**src/slr_pkg.sv**
```systemverilog
// Shared types and constants for the stereo linear resampler.
// Used by the top level and the port checker; no dependencies.
package slr_pkg;

    localparam int STEP_W = 20;
    localparam int ADDR_W = 3;
    localparam int DATA_W = 32;

    localparam logic [STEP_W-1:0] STEP_RESET = 20'd65536;

    // Register index, taken from paddr[ADDR_W-1:2].
    localparam logic [ADDR_W-3:0] REG_STEP = 1'b0;

    typedef enum logic [2:0] {
        ST_IDLE,
        ST_MUL_L,
        ST_MUL_R,
        ST_EMIT,
        ST_PASS
    } state_t;

endpackage

```
**src/slr_mul_unit.sv**
```systemverilog
// Shared multiply-add unit of the stereo linear resampler.
// Registers difference times phase fraction, then adds the scaled product to a base sample.
// Depends on nothing but its parameters.
module slr_mul_unit #(
    parameter int SAMPLE_BITS = 16,
    parameter int FRAC_BITS   = 16
) (
    input  logic                          aclk,
    input  logic                          mul_en,
    input  logic signed [SAMPLE_BITS:0]   diff,
    input  logic        [FRAC_BITS-1:0]   frac,
    input  logic        [SAMPLE_BITS-1:0] base,
    output logic        [SAMPLE_BITS-1:0] result
);

    localparam int PROD_W = SAMPLE_BITS + FRAC_BITS + 2;

    logic signed [PROD_W-1:0] prod_reg;
    logic signed [PROD_W-1:0] prod_next;

    assign prod_next = PROD_W'(diff) * PROD_W'($signed({1'b0, frac}));

    always_ff @(posedge aclk) begin
        if (mul_en) begin
            prod_reg <= prod_next;
        end
    end

    // An arithmetic shift by FRAC_BITS floors the product; the low bits of the sum are exact.
    assign result = base + prod_reg[FRAC_BITS+SAMPLE_BITS-1:FRAC_BITS];

endmodule

```
**src/stereo_linear_resampler.sv**
```systemverilog
// Top level of the stereo linear resampler: sequencer, state, output register, APB register.
// Depends on slr_pkg and slr_mul_unit.
//
// Input frames arrive on the s_axis stream, left sample in the low half of tdata.
// Interpolated frames leave on the m_axis stream; tlast marks the final frame
// produced by one input frame. The phase register steps by step_ratio (Q4.FRAC_BITS)
// per output frame; a step of one passes frames straight through.
// The step register sits at address 0 of the APB port; writing it clears the
// previous frame and the phase. Write it only while the block is idle.
// An input frame that produces no output (first frame, skipped frame) is handled in the idle state.
// A pass-through frame goes through the pass state. An interpolating frame runs the
// multiply-left, multiply-right and emit states for each output frame, at most MAX_UPSAMPLE
// outputs, because one multiplier serves the left and then the right channel of each output.
// s_axis_tready is high only while the sequencer is idle.
// The output register holds a frame until it is taken; a stalled receiver stops the
// sequencer before the next load, and the next input is accepted while the last
// frame of a run still waits. Reset clears the sequencer, the output valid, the state
// and sets the step to pass-through.
module stereo_linear_resampler #(
    parameter int MAX_UPSAMPLE = 8,
    parameter int SAMPLE_BITS  = 16,
    parameter int FRAC_BITS    = 16
) (
    input  logic                           aclk,
    input  logic                           aresetn,
    input  logic                           s_axis_tvalid,
    output logic                           s_axis_tready,
    // Fields from bit 0: left_sample, right_sample.
    input  logic [((2*SAMPLE_BITS+7)/8)*8-1:0] s_axis_tdata,
    output logic                           m_axis_tvalid,
    input  logic                           m_axis_tready,
    // Fields from bit 0: left_out, right_out.
    output logic [((2*SAMPLE_BITS+7)/8)*8-1:0] m_axis_tdata,
    output logic                           m_axis_tlast,
    input  logic                           psel,
    input  logic                           penable,
    input  logic                           pwrite,
    input  logic [slr_pkg::ADDR_W-1:0]     paddr,
    input  logic [slr_pkg::DATA_W-1:0]     pwdata,
    output logic [slr_pkg::DATA_W-1:0]     prdata,
    output logic                           pready
);

    import slr_pkg::*;

    localparam int TD_W  = ((2*SAMPLE_BITS+7)/8)*8;
    localparam int PH_W  = FRAC_BITS + 4;
    localparam int SUM_W = ((PH_W > STEP_W) ? PH_W : STEP_W) + 1;
    localparam int CNT_W = (MAX_UPSAMPLE > 1) ? $clog2(MAX_UPSAMPLE) : 1;
    localparam logic [CNT_W-1:0] LAST_CNT = CNT_W'(MAX_UPSAMPLE - 1);
    localparam logic [SUM_W-1:0] ONE_SUM  = SUM_W'(1) << FRAC_BITS;

    state_t state_reg, state_next;

    logic [STEP_W-1:0]      step_reg;
    logic [PH_W-1:0]        ph_reg, ph_next;
    logic [CNT_W-1:0]       cnt_reg, cnt_next;
    logic                   have_reg, have_next;
    logic [SAMPLE_BITS-1:0] prev_l_reg, prev_l_next;
    logic [SAMPLE_BITS-1:0] prev_r_reg, prev_r_next;
    logic [SAMPLE_BITS-1:0] cur_l_reg, cur_l_next;
    logic [SAMPLE_BITS-1:0] cur_r_reg, cur_r_next;
    logic [SAMPLE_BITS-1:0] left_res_reg, left_res_next;
    logic [SAMPLE_BITS-1:0] out_l_reg, out_l_next;
    logic [SAMPLE_BITS-1:0] out_r_reg, out_r_next;
    logic                   out_last_reg, out_last_next;
    logic                   m_valid_reg, m_valid_next;

    logic                   in_xfer;
    logic                   out_free;
    logic                   cfg_step_wr;
    logic [SUM_W-1:0]       ph_ext;
    logic [SUM_W-1:0]       step_ext;
    logic [SUM_W-1:0]       ph_sum;
    logic                   step_is_one;
    logic                   ph_ge_one;
    logic                   sum_ge_one;
    logic                   emit_last;
    logic                   mul_en;
    logic signed [SAMPLE_BITS:0] diff_l, diff_r, mul_diff;
    logic [SAMPLE_BITS-1:0] mul_base;
    logic [SAMPLE_BITS-1:0] mul_result;
    logic [SAMPLE_BITS-1:0] in_l, in_r;

    assign in_l = s_axis_tdata[SAMPLE_BITS-1:0];
    assign in_r = s_axis_tdata[2*SAMPLE_BITS-1:SAMPLE_BITS];

    assign s_axis_tready = (state_reg == ST_IDLE);
    assign in_xfer       = s_axis_tvalid && s_axis_tready;
    assign out_free      = !m_valid_reg || m_axis_tready;

    assign pready      = 1'b1;
    assign cfg_step_wr = psel && penable && pwrite && (paddr[ADDR_W-1:2] == REG_STEP);
    assign prdata      = (paddr[ADDR_W-1:2] == REG_STEP) ? DATA_W'(step_reg) : '0;

    assign ph_ext      = SUM_W'(ph_reg);
    assign step_ext    = SUM_W'(step_reg);
    assign ph_sum      = ph_ext + step_ext;
    assign step_is_one = (step_ext == ONE_SUM);
    assign ph_ge_one   = (ph_ext >= ONE_SUM);
    assign sum_ge_one  = (ph_sum >= ONE_SUM);
    assign emit_last   = sum_ge_one || (cnt_reg == LAST_CNT);

    assign diff_l   = $signed({cur_l_reg[SAMPLE_BITS-1], cur_l_reg})
                    - $signed({prev_l_reg[SAMPLE_BITS-1], prev_l_reg});
    assign diff_r   = $signed({cur_r_reg[SAMPLE_BITS-1], cur_r_reg})
                    - $signed({prev_r_reg[SAMPLE_BITS-1], prev_r_reg});
    assign mul_en   = (state_reg == ST_MUL_L) || (state_reg == ST_MUL_R);
    assign mul_diff = (state_reg == ST_MUL_L) ? diff_l : diff_r;
    assign mul_base = (state_reg == ST_MUL_R) ? prev_l_reg : prev_r_reg;

    slr_mul_unit #(
        .SAMPLE_BITS (SAMPLE_BITS),
        .FRAC_BITS   (FRAC_BITS)
    ) u_mul (
        .aclk   (aclk),
        .mul_en (mul_en),
        .diff   (mul_diff),
        .frac   (ph_reg[FRAC_BITS-1:0]),
        .base   (mul_base),
        .result (mul_result)
    );

    always_comb begin
        state_next    = state_reg;
        ph_next       = ph_reg;
        cnt_next      = cnt_reg;
        have_next     = have_reg;
        prev_l_next   = prev_l_reg;
        prev_r_next   = prev_r_reg;
        cur_l_next    = cur_l_reg;
        cur_r_next    = cur_r_reg;
        left_res_next = left_res_reg;
        out_l_next    = out_l_reg;
        out_r_next    = out_r_reg;
        out_last_next = out_last_reg;
        m_valid_next  = m_valid_reg && !m_axis_tready;

        case (state_reg)
            ST_IDLE: begin
                if (in_xfer) begin
                    cur_l_next = in_l;
                    cur_r_next = in_r;
                    if (step_is_one) begin
                        state_next = ST_PASS;
                    end else if (!have_reg) begin
                        prev_l_next = in_l;
                        prev_r_next = in_r;
                        have_next   = 1'b1;
                    end else if (ph_ge_one) begin
                        ph_next     = PH_W'(ph_ext - ONE_SUM);
                        prev_l_next = in_l;
                        prev_r_next = in_r;
                    end else begin
                        cnt_next   = '0;
                        state_next = ST_MUL_L;
                    end
                end
            end
            ST_MUL_L: begin
                state_next = ST_MUL_R;
            end
            ST_MUL_R: begin
                left_res_next = mul_result;
                state_next    = ST_EMIT;
            end
            ST_EMIT: begin
                if (out_free) begin
                    out_l_next    = left_res_reg;
                    out_r_next    = mul_result;
                    out_last_next = emit_last;
                    m_valid_next  = 1'b1;
                    if (emit_last) begin
                        ph_next     = sum_ge_one ? PH_W'(ph_sum - ONE_SUM) : '0;
                        prev_l_next = cur_l_reg;
                        prev_r_next = cur_r_reg;
                        state_next  = ST_IDLE;
                    end else begin
                        ph_next    = PH_W'(ph_sum);
                        cnt_next   = cnt_reg + CNT_W'(1);
                        state_next = ST_MUL_L;
                    end
                end
            end
            ST_PASS: begin
                if (out_free) begin
                    out_l_next    = cur_l_reg;
                    out_r_next    = cur_r_reg;
                    out_last_next = 1'b1;
                    m_valid_next  = 1'b1;
                    prev_l_next   = cur_l_reg;
                    prev_r_next   = cur_r_reg;
                    have_next     = 1'b1;
                    ph_next       = '0;
                    state_next    = ST_IDLE;
                end
            end
            default: begin
                state_next = ST_IDLE;
            end
        endcase

        if (cfg_step_wr) begin
            ph_next     = '0;
            have_next   = 1'b0;
            prev_l_next = '0;
            prev_r_next = '0;
        end
    end

    always_ff @(posedge aclk) begin
        if (!aresetn) begin
            state_reg   <= ST_IDLE;
            step_reg    <= STEP_RESET;
            ph_reg      <= '0;
            have_reg    <= 1'b0;
            prev_l_reg  <= '0;
            prev_r_reg  <= '0;
            m_valid_reg <= 1'b0;
        end else begin
            state_reg   <= state_next;
            ph_reg      <= ph_next;
            have_reg    <= have_next;
            prev_l_reg  <= prev_l_next;
            prev_r_reg  <= prev_r_next;
            m_valid_reg <= m_valid_next;
            if (cfg_step_wr) begin
                step_reg <= pwdata[STEP_W-1:0];
            end
        end
    end

    always_ff @(posedge aclk) begin
        cnt_reg      <= cnt_next;
        cur_l_reg    <= cur_l_next;
        cur_r_reg    <= cur_r_next;
        left_res_reg <= left_res_next;
        out_l_reg    <= out_l_next;
        out_r_reg    <= out_r_next;
        out_last_reg <= out_last_next;
    end

    assign m_axis_tvalid = m_valid_reg;
    assign m_axis_tdata  = TD_W'({out_r_reg, out_l_reg});
    assign m_axis_tlast  = out_last_reg;

endmodule

```
**config.mk**
```make
export PLATFORM = sky130hd
export DESIGN_NAME = stereo_linear_resampler
export DESIGN_NICKNAME = d
export VERILOG_FILES = /design/src/slr_pkg.sv /design/src/slr_mul_unit.sv /design/src/stereo_linear_resampler.sv
export SDC_FILE = /design/constraint.sdc
export NUM_CORES = 1
export LEC_CHECK = 0
export BUFFER_PORTS_ARGS = -buffer_cell sky130_fd_sc_hd__buf_2
export CAP_MARGIN = 10
export CELL_PAD_IN_SITES_DETAIL_PLACEMENT = 0
export CELL_PAD_IN_SITES_GLOBAL_PLACEMENT = 2
export CORE_MARGIN = 2
export CORE_UTILIZATION = 30
export CTS_CLUSTER_DIAMETER = 150
export DETAILED_ROUTE_END_ITERATION = 10
export PLACE_DENSITY_LB_ADDON = 0.05
export SYNTH_ARGS = -nofsm -noshare
export SYNTH_HDL_FRONTEND = slang
export SYNTH_SLANG_ARGS = --single-unit
```
**constraint.sdc**
```tcl
create_clock -name aclk -period 8 [get_ports aclk]
set_input_delay 2 -clock aclk [delete_from_list [all_inputs] [get_ports aclk]]
set_output_delay 2 -clock aclk [all_outputs]
set_load 0.01 [all_outputs]
```
* Word level (Yosys, flattened, before mapping)
Index checks and enable logic that the tools add are counted.
** Operators by class
- Reduce and logical (&&, ||, !) cells :: 24
- Mux-type cells :: 55
- $lt $le $gt $ge :: 2
- $add $sub $neg :: 7
- Bitwise gates (word level) :: 2
- $mul :: 1
- Equality and inequality tests :: 18
** Operator list (number)
- $mux W16 :: 17
- $mux W20 :: 9
- $pmux W16 S3 :: 2
- $pmux W16 S2 :: 2
- $pmux W20 S3 :: 1
- $sub A20 B17 Y20 const B :: 2
- $mux W3 :: 12
- $sub A16 B16 Y17 :: 2
- $mul A17 B17 Y32 :: 1
- $add A20 B20 Y21 :: 1
- $ge A21 B17 Y1 const B :: 1
- $reduce_and A7 Y1 :: 3
- $eq A20 B17 Y1 const B :: 1
- $ge A20 B17 Y1 const B :: 1
- $mux W17 :: 1
- $add A16 B16 Y16 :: 1
- $pmux W3 S5 :: 1
- $ne A2 B2 Y1 const B :: 6
- $mux W1 :: 7
- $eq A3 B2 Y1 const B :: 2
- $eq A3 B3 Y1 const B :: 2
- $ne A2 B1 Y1 const B :: 3
- $pmux W3 S2 :: 1
- $reduce_bool A2 Y1 :: 3
- 17 further kinds :: 27
** Word-level totals
- Input bits :: 74
- Output and inout bits :: 68
- Logic and storage cells :: 124
- Bits in registers :: 193

* Logic depth before layout (Yosys ltp)
Gate-level depths: netlist (run 1).
- Depth after elaboration :: 6
- Depth in mapped cells :: 36
- Depth with buffers taken out :: 35

* Modules after synthesis
From an unflattened synthesis (run 1), not the netlist that was laid out.
** Unflattened totals
- Cell total of the unflattened synthesis :: 2149
- Area total of the unflattened synthesis :: 20380.8 µm²
** By module, submodules not included
- slr_mul_unit :: cells each 1179, seq. area each 480.5 µm², area each 10801.6 µm², times used 1
- stereo_linear_resampler :: cells each 970, seq. area each 4063.9 µm², area each 9579.2 µm², times used 1

* Worst setup path before layout (run 1)
Ideal clock, no wire load.
- Path kind :: reg2reg
- From :: reg cur_r_reg[0]
- To :: reg u_mul.prod_reg[31] (data pin)
- Data required time :: 7.735 ns
- Period minus slack after synthesis :: 7.924 ns
- Slack :: 0.076 ns
- Arrival :: 7.659 ns
- Setup time :: 0.265 ns
- Stages on the path, launching flop included :: 33
- Buffers on the path :: 1
- Path through :: edfxtp_1 > inv_1 > ha_1 > fa_1 > nor2b_1 > o31ai_1 > a211oi_1 > o31ai_1 > nor2b_1 > o21ai_0 > a31oi_1 > o21a_1 > clkbuf_1 > nand2_1 > fa_1 > inv_1 > fa_1 > fa_1 > fa_1 > fa_1 > inv_1 > fa_1 > inv_1 > ha_1 > o21a_1 > o21ai_0 > a21oi_1 > nor4_1 > o21ai_0 > a31o_2 > o21a_1 > nor2_1 > xor2_1
** On the way
- Word-level cells in the longest chain between the ends :: 3
** RTL lines
- start: declaration :: RTL line stereo_linear_resampler.sv:62 : logic [SAMPLE_BITS-1:0] cur_r_reg, cur_r_next;
- start signal: assignment :: RTL line stereo_linear_resampler.sv:236 : cur_r_reg <= cur_r_next;
- $sub A16 B16 Y17 :: RTL line stereo_linear_resampler.sv:107 : - $signed({prev_r_reg[SAMPLE_BITS-1], prev_r_reg});
- $mux W17 :: RTL line stereo_linear_resampler.sv:109 : assign mul_diff = (state_reg == ST_MUL_L) ? diff_l : diff_r;
- $mul A17 B17 Y32 :: RTL line slr_mul_unit.sv:21 : assign prod_next = PROD_W'(diff) * PROD_W'($signed({1'b0, frac}));
- net u_mul.prod_next[31] :: RTL line slr_mul_unit.sv:19 : logic signed [PROD_W-1:0] prod_next;
- end signal: assignment :: RTL line slr_mul_unit.sv:25 : prod_reg <= prod_next;
- end: declaration :: RTL line slr_mul_unit.sv:18 : logic signed [PROD_W-1:0] prod_reg;
The timed path passes the listed nets, and every way through them passes these cells.
A chain may end at the register's enable or synchronous reset.

* Final worst setup path (run 1)
Same ends and word-level chain as after synthesis.

==> impl_results.md, run 1 <==
- Outcome: complete, no violations
- WHS: 503 ps
- H-Tree Level Count: 4
- Cell at the slowest stage of the critical path: fa_1
- Reported max-cap violation count: 0
- Count of buffers inserted at the top-level ports: 114
- Count of warnings emitted by yosys: 0
- Start of the worst register-to-register path: cur_r_reg[0]
- Violation count after the first detailed-route iteration: 690
- HPWL reported at the end of detailed placement: 49300 um
- Gr ovfl total: 0
- Startpoint of the most critical setup path: cur_r_reg[0]
- Via density per instance: 4.64
- Number of clock sinks: 177
- Tightest Pin Transition: 1230 ps
- Final setup violation count: 0
- Longest individual stage delay on the worst path: 590 ps
- Post-synthesis instance area: 20500 um^2
- Overall power: 0.00591 W
- Count of nets left with antenna violations after detail routing: 0
- Average size of a mapped cell: 9.14 um^2
- Vias in the first global route: 16900
- Final hold vios: 0
- HP Class: reg -> reg
- Unrepaired setup endpoints after global routing: yes
- Maximum number of pins on one net before global-route repair: 49
- Cell at the root of the clock tree: clkbuf_16
- Mean routed wirelength per cell: 18.3 um
- Clock Skew: 20.4 ps
- Peak clock frequency supported by timing: 126 MHz
- Top-Level Pins: 142
- Number of design rule violations left after detail routing: 0
- Cts bufs inserted: 17
- Post-synthesis cell type with the largest combined area: fa_1
- Share of flip-flops with an asynchronous set or reset after synthesis: 0
- Count of cells along the worst register-to-register path: 38
- Max FO, Critical Path: 6
- Initial Utilization: 0.304
- Type of the setup path with the least slack: reg -> reg
- Area added between synthesis and finish: 20.6%
- Post-Synthesis Cells: 2240
- Proportion of netlist area held by the largest area contributor: 0.259
- FP Rows: 95
- CP Buf/Inv Count: 11
- CP delay by family, top: adder cells
- Top cell by count, worst path: fa_1
- Power Density: 240 nW/um^2
- Reg clk slew, reported paths: 80 ps
- Floorplan core area: 67400 um^2
- Weighted congestion reported at the end of routability-driven placement: 0.775
- Fraction of layout instances using a drive strength above 1: 0.196
- Final cycle utilization of the critical path: 0.993
- Kind of launch point of the worst setup path: flip-flop
- Worst slew slack as a fraction of its limit: 0.157
- Accumulated negative setup slack: 0 ps
- Critical path arrival: 8150 ps
- Number of synthesized register bits: 177
- Top cells by instance count after synthesis: 377 x inv_1, 309 x nand2_1, 265 x fa_1
- Largest cells by area after synthesis: fa_1 26%, edfxtp_1 15%, ha_1 9.4%
- Post-CTS Hold Fix Bufs: 0
- CTS tree: done
- Netlist cell types: 76
- Detailed-route via count: 15800
- Count leader, synth: inv_1
- Peak supply drop: 174 uV
- R2R setup slack: 60 ps
- Number of synthesized flops with an enable pin: 100
- Overall die width: 265 um
- Crit. path cell count: 38
- Clock latency at the later pin of the worst-skew pair: 460 ps
- Die Footprint: 70300 um^2
- Termination of the worst setup path: u_mul.prod_reg[31]
- Number of nets in the finished design: 3006
- Height of the die: 265 um
- Worst setup EP type: flip-flop
- Register area share after synthesis: 0.222
- Max Slew Vio Count: 0
- Total detailed-routing wirelength: 62200 um
- Number of fillers in the final layout: 6943
- First-pass GRT wire length: 98500 um
- Min cycle time layout: 7940 ps
- Capturing point of the worst reg2reg path: u_mul.prod_reg[31]
- Static Leakage: 11.9 nW
- Initial antenna violation count: 0
- Predominant post-synthesis flop cell: edfxtp_1
- Hold Path Cell Cnt: 2
- Final antenna diode count: 0
- Longest Clk Path Bufs: 2
- Data required time of the critical path: 8210 ps
- Global-route usage over all layers: 0.180
- Drt first pass iters: 7
-- power breakdown --
| group | internal [W] | switching (W) |
|---|---|---|
| logic | 0.00159 | 0.00211 |
| clock network | 0.000413 | 0.000429 |
| registers | 0.00125 | 0.000133 |
-- final cells by class --
| class | instances | area (um^2) | area share |
|---|---|---|---|
| multi-input combinational | 1590 | 14600 | 0.592 |
| clock buffer | 17 | 425 | 0.0172 |
| tap | 873 | 1090 | 0.0443 |
| inverter | 377 | 1420 | 0.0573 |
| clock inverter | 15 | 146 | 0.00593 |
| sequential | 177 | 4540 | 0.184 |
| timing repair buffer | 350 | 2440 | 0.0990 |
-- cell families after synthesis --
family | share of synthesized area
buf+inv | 0.0917
mux | 0.0183
fa+ha+maj | 0.353
compound gates | 0.110
xor+xnor | 0.0411
other cells | 0.000367
flops | 0.222
simple gates | 0.163
-- per-layer routing --
layer / vias to the layer above / global-route usage / share of wire
met3: 36 / 0.0132 / 0.020
met5: - / 0 / 0
li1: 7727 / - / -
met1: 7833 / 0.267 / 0.52
met4: 0 / 0.0348 / 0.0099
met2: 185 / 0.290 / 0.45
-- worst min-delay path by stage --
stage / endpoint / startpoint
floorplan: step_reg[16] / step_reg[16]
global placement: prev_r_reg[15] / prev_r_reg[15]
detailed placement: prev_r_reg[15] / prev_r_reg[15]
CTS: prev_r_reg[15] / prev_r_reg[15]
global route: prev_r_reg[15] / prev_r_reg[15]
finish: step_reg[6] / step_reg[6]
-- tightest hold or removal path, delay by kind of cell, from the launching register on --
kind            cells  cell delay, ps
flops               1             340
simple gates        1              60
compound gates      1              60
-- timing repair --
item / CTS / global route
gates resized for setup: 57 / 63
pin swaps: 40 / 83
setup buffers: 6 / 18
hold endpoints to repair: 0 / 0
setup endpoints to repair: 12 / 14
-- through the flow --
stage | instance area [um^2] | worst slack, ps | instances | utilization
4_1_cts | 24300 | -144 | 3381 | 0.360
5_1_grt | 24700 | -257 | 3399 | 0.366
2_1_floorplan | 20500 | 75.8 | 2251 | -
3_5_place_dp | 23400 | -633 | 3343 | 0.348
6_report | 24700 | 58.7 | 3399 | 0.366
3_3_place_gp | 23400 | -634 | 3343 | 0.348
-- cells in the final DEF, fill, tap and decap left out, types with 73 or more instances in the layout --
master / n
inv_1: 367
nand2_1: 305
fa_1: 253
buf_4: 225
and2_1: 144
ha_1: 144
buf_2: 114
edfxtp_1: 100
dfxtp_1: 77
o21ai_0: 73
Power figures use the tool's default switching activity.
==> run 2: changes to the inputs <==
--- a/config.mk
+++ b/config.mk
@@ -13,7 +13,8 @@
 export CORE_UTILIZATION = 30
 export CTS_CLUSTER_DIAMETER = 150
 export DETAILED_ROUTE_END_ITERATION = 10
-export PLACE_DENSITY_LB_ADDON = 0.05
+export PLACE_DENSITY_LB_ADDON = 0.1
 export SYNTH_ARGS = -nofsm -noshare
 export SYNTH_HDL_FRONTEND = slang
+export SYNTH_HIERARCHICAL = 1
 export SYNTH_SLANG_ARGS = --single-unit
==> run 2 against run 1 <==
The run now ends with setup timing left. Final cell count down 2.3%. Fmax down 1.1%. Sequential share of layout area about the same. Critical path type unchanged. Flip-flop and latch count unchanged. First-iteration DRC count up 4.2%. Synthesized cell count down 4.1%. Register-to-register slack worse by 90 ps. Non-clock buffer count down 7. Count of clock-buffer cells in the layout unchanged. Final area up 0.25%.
==> impl_results.md, run 2 <==
- Die Footprint: 70000 um^2 (-0.44%)
- Static Leakage: 11.7 nW (-1.8%)
- Clock Skew: 19.1 ps (-1.24 ps)
- Peak supply drop: 159 uV (-8.5%)
- Vias in the first global route: 16600 (-2.1%)
- Min cycle time layout: 8030 ps (+88.8 ps)
- Max FO, Critical Path: 7 (+1)
- Post-synthesis instance area: 20400 um^2 (-0.45%)
- Final hold vios: 0 (unchanged)
- Unrepaired setup endpoints after global routing: yes
- Max Slew Vio Count: 0 (unchanged)
- Number of nets in the finished design: 2930 (-2.5%)
- Longest individual stage delay on the worst path: 560 ps (-30 ps)
- Global-route usage over all layers: 0.172 (-0.00872)
- Cell at the root of the clock tree: clkbuf_16
- CTS tree: done
- Critical path arrival: 8230 ps (+80 ps)
- Final antenna diode count: 0 (unchanged)
- Register Area: 4550 um^2 (about the same)
- Post-CTS Hold Fix Bufs: 0 (unchanged)
- Largest cells by area after synthesis: fa_1 26%, edfxtp_1 15%, ha_1 9.3%
- Slack of the critical path: -30.1 ps (-88.8 ps)
- WHS: 516 ps (+12.4 ps)
- H-Tree Level Count: 4 (unchanged)
- HPWL reported at the end of detailed placement: 46900 um (-4.8%)
- Gr ovfl total: 0 (unchanged)
- Maximum number of pins on one net before global-route repair: 65 (+33%)
- Weighted congestion reported at the end of routability-driven placement: 0.789 (+1.8%)
- Area added between synthesis and finish: 21.4%
- Worst setup EP type: flip-flop
- Register area share after synthesis: 0.223 (+0.00101)
- Floorplan core area: 67200 um^2 (-0.35%)
- Clock latency at the later pin of the worst-skew pair: 450 ps (about the same)
- Top-Level Pins: 142 (unchanged)
- Most common library cell in the layout ignoring fill and taps: inv_1
- FP Rows: 95 (unchanged)
- Number of synthesized register bits: 177 (unchanged)
- Initial Utilization: 0.303 (about the same)
- Average size of a mapped cell: 9.48 um^2 (+3.8%)
- Initial antenna violation count: 0 (unchanged)
- Reg clk slew, reported paths: 80 ps (about the same)
- Netlist cell types: 74 (-2.6%)
- Peak clock frequency supported by timing: 125 MHz (-1.1%)
- Count of buffers inserted at the top-level ports: 114 (unchanged)
- Post-route standard cell area excluding fillers: 24700 um^2 (+0.25%)
- Proportion of netlist area held by the largest area contributor: 0.264 (+0.00511)
- Longest Clk Path Bufs: 2 (unchanged)
- Total detailed-routing wirelength: 58200 um (-6.5%)
- Outcome: complete, but fails checks
- Worst slew slack as a fraction of its limit: 0.329 (+0.171)
- Tightest Pin Transition: 1010 ps (-227 ps)
- Final cycle utilization of the critical path: 1.00 (+0.0111)
- Top cells by instance count after synthesis: 373 x inv_1, 269 x fa_1, 235 x nand2_1
- Number of fillers in the final layout: 6872 (-1.0%)
- Kind of launch point of the worst setup path: flip-flop
- Number of clock sinks: 177 (unchanged)
- Violations in the final reports: setup timing
- Count of warnings emitted by yosys: 6 (+6)
- Commonest non-fill, non-tap cells in the layout: 360 x inv_1, 259 x fa_1, 229 x nand2_1, 209 x buf_4, 136 x and2_1
- Data required time of the critical path: 8200 ps (about the same)
- Number of design rule violations left after detail routing: 0 (unchanged)
- Drt first pass iters: 7 (unchanged)
- Predominant post-synthesis flop cell: edfxtp_1
- Count of nets left with antenna violations after detail routing: 0 (unchanged)
- Final setup violation count: 1 (+1)
- First-pass GRT wire length: 94200 um (-4.3%)
- HP Class: reg -> reg
- Violation count after the first detailed-route iteration: 719 (+4.2%)
- Count leader, synth: inv_1
- Via density per instance: 4.63 (-0.30%)
- R2R setup slack: -30 ps (-90 ps)
- Post-Synthesis Cells: 2149 (-4.1%)
- Top cell by count, worst path: fa_1
- Cell at the slowest stage of the critical path: fa_1
- Share of flip-flops with an asynchronous set or reset after synthesis: 0 (unchanged)
- Area after detailed placement: 23400 um^2 (about the same)
- Reported max-cap violation count: 0 (unchanged)
- Fraction of layout instances using a drive strength above 1: 0.232 (+0.0365)
- Mean routed wirelength per cell: 17.5 um (-4.3%)
- Multi-input gate area in the final layout: 14700 um^2 (+0.36%)
- Detailed-route via count: 15400 (-2.6%)
- Height of the die: 265 um (-0.22%)
- Post-synthesis cell type with the largest combined area: fa_1
- Accumulated negative setup slack: -30.1 ps (-30.1 ps)
- Type of the setup path with the least slack: reg -> reg
- Cts bufs inserted: 17 (unchanged)
- Power Density: 190 nW/um^2 (-21%)
- Overall die width: 265 um (-0.22%)
- Number of synthesized flops with an enable pin: 100 (unchanged)
[run 2: worst paths after layout]
check,startpoint,to,cells after the start
worst min-delay path,step_reg[5],step_reg[5],2
worst max register to register,cur_l_reg[0],u_mul/prod_reg[30],34
worst min register to register,step_reg[5],step_reg[5],2
worst max-delay path,cur_l_reg[0],u_mul/prod_reg[30],34
[run 2: cell type report]
cell class,count,share of cell area
multi-input cells,1523,0.593
flip-flops and latches,177,0.184
repair buffers,343,0.0989
inverters,373,0.0566
well taps,873,0.0441
clock buffers,17,0.0172
clock inverters,15,0.00672
[run 2: logic make-up after synthesis]
family | count (synthesis) | share of synthesized area
AND/OR/NAND/NOR | 630 | 0.151
XOR/XNOR | 76 | 0.0327
AO/OA/AOI/OAI | 313 | 0.112
other | 2 | 0.000368
buffers and inverters | 460 | 0.0876
flip-flops | 177 | 0.223
multiplexers | 70 | 0.0364
adder cells (fa/ha/maj) | 421 | 0.358
[run 2: layer usage]
layer	GRT usage	up-vias	wire, um
met5	0	-	0
met4	0.0293	0	602
met3	0.0133	32	1220
met2	0.277	159	26500
met1	0.254	7691	29800
li1	-	7490	-
[run 2: stage by stage]
step / setup WS, ps / cells / util / total power (W)
3_5_place_dp: -723 / 3270 / 0.349 / 0.00371
5_1_grt: -410 / 3321 / 0.368 / 0.00502
6_report: -30.1 / 3321 / 0.368 / 0.00470
2_1_floorplan: 12.2 / 2160 / - / 0.00257
3_3_place_gp: -719 / 3270 / 0.349 / 0.00371
4_1_cts: -173 / 3314 / 0.366 / 0.00473
[run 2: power by group]
part	internal, W	switching (W)	total (W)
registers	0.00116	0.0000835	0.00124
logic	0.00116	0.00143	0.00259
clock network	0.000421	0.000442	0.000863
[run 2: critical path: cells and delay by family (launching register included)]
kind                     cells  cell delay [ps]
AO/OA/AOI/OAI               13             2160
flip-flops                   1              390
AND/OR/NAND/NOR              3              380
adder cells (fa/ha/maj)      9             3790
buffers and inverters        9             1050
[run 2: timing repair]
| action | 4_1_cts | 5_1_grt |
|---|---|---|
| pin swaps | 106 | 45 |
| endpoints found under the setup margin | 14 | 13 |
| gates resized for setup | 108 | 31 |
| buffers inserted | 17 | 8 |
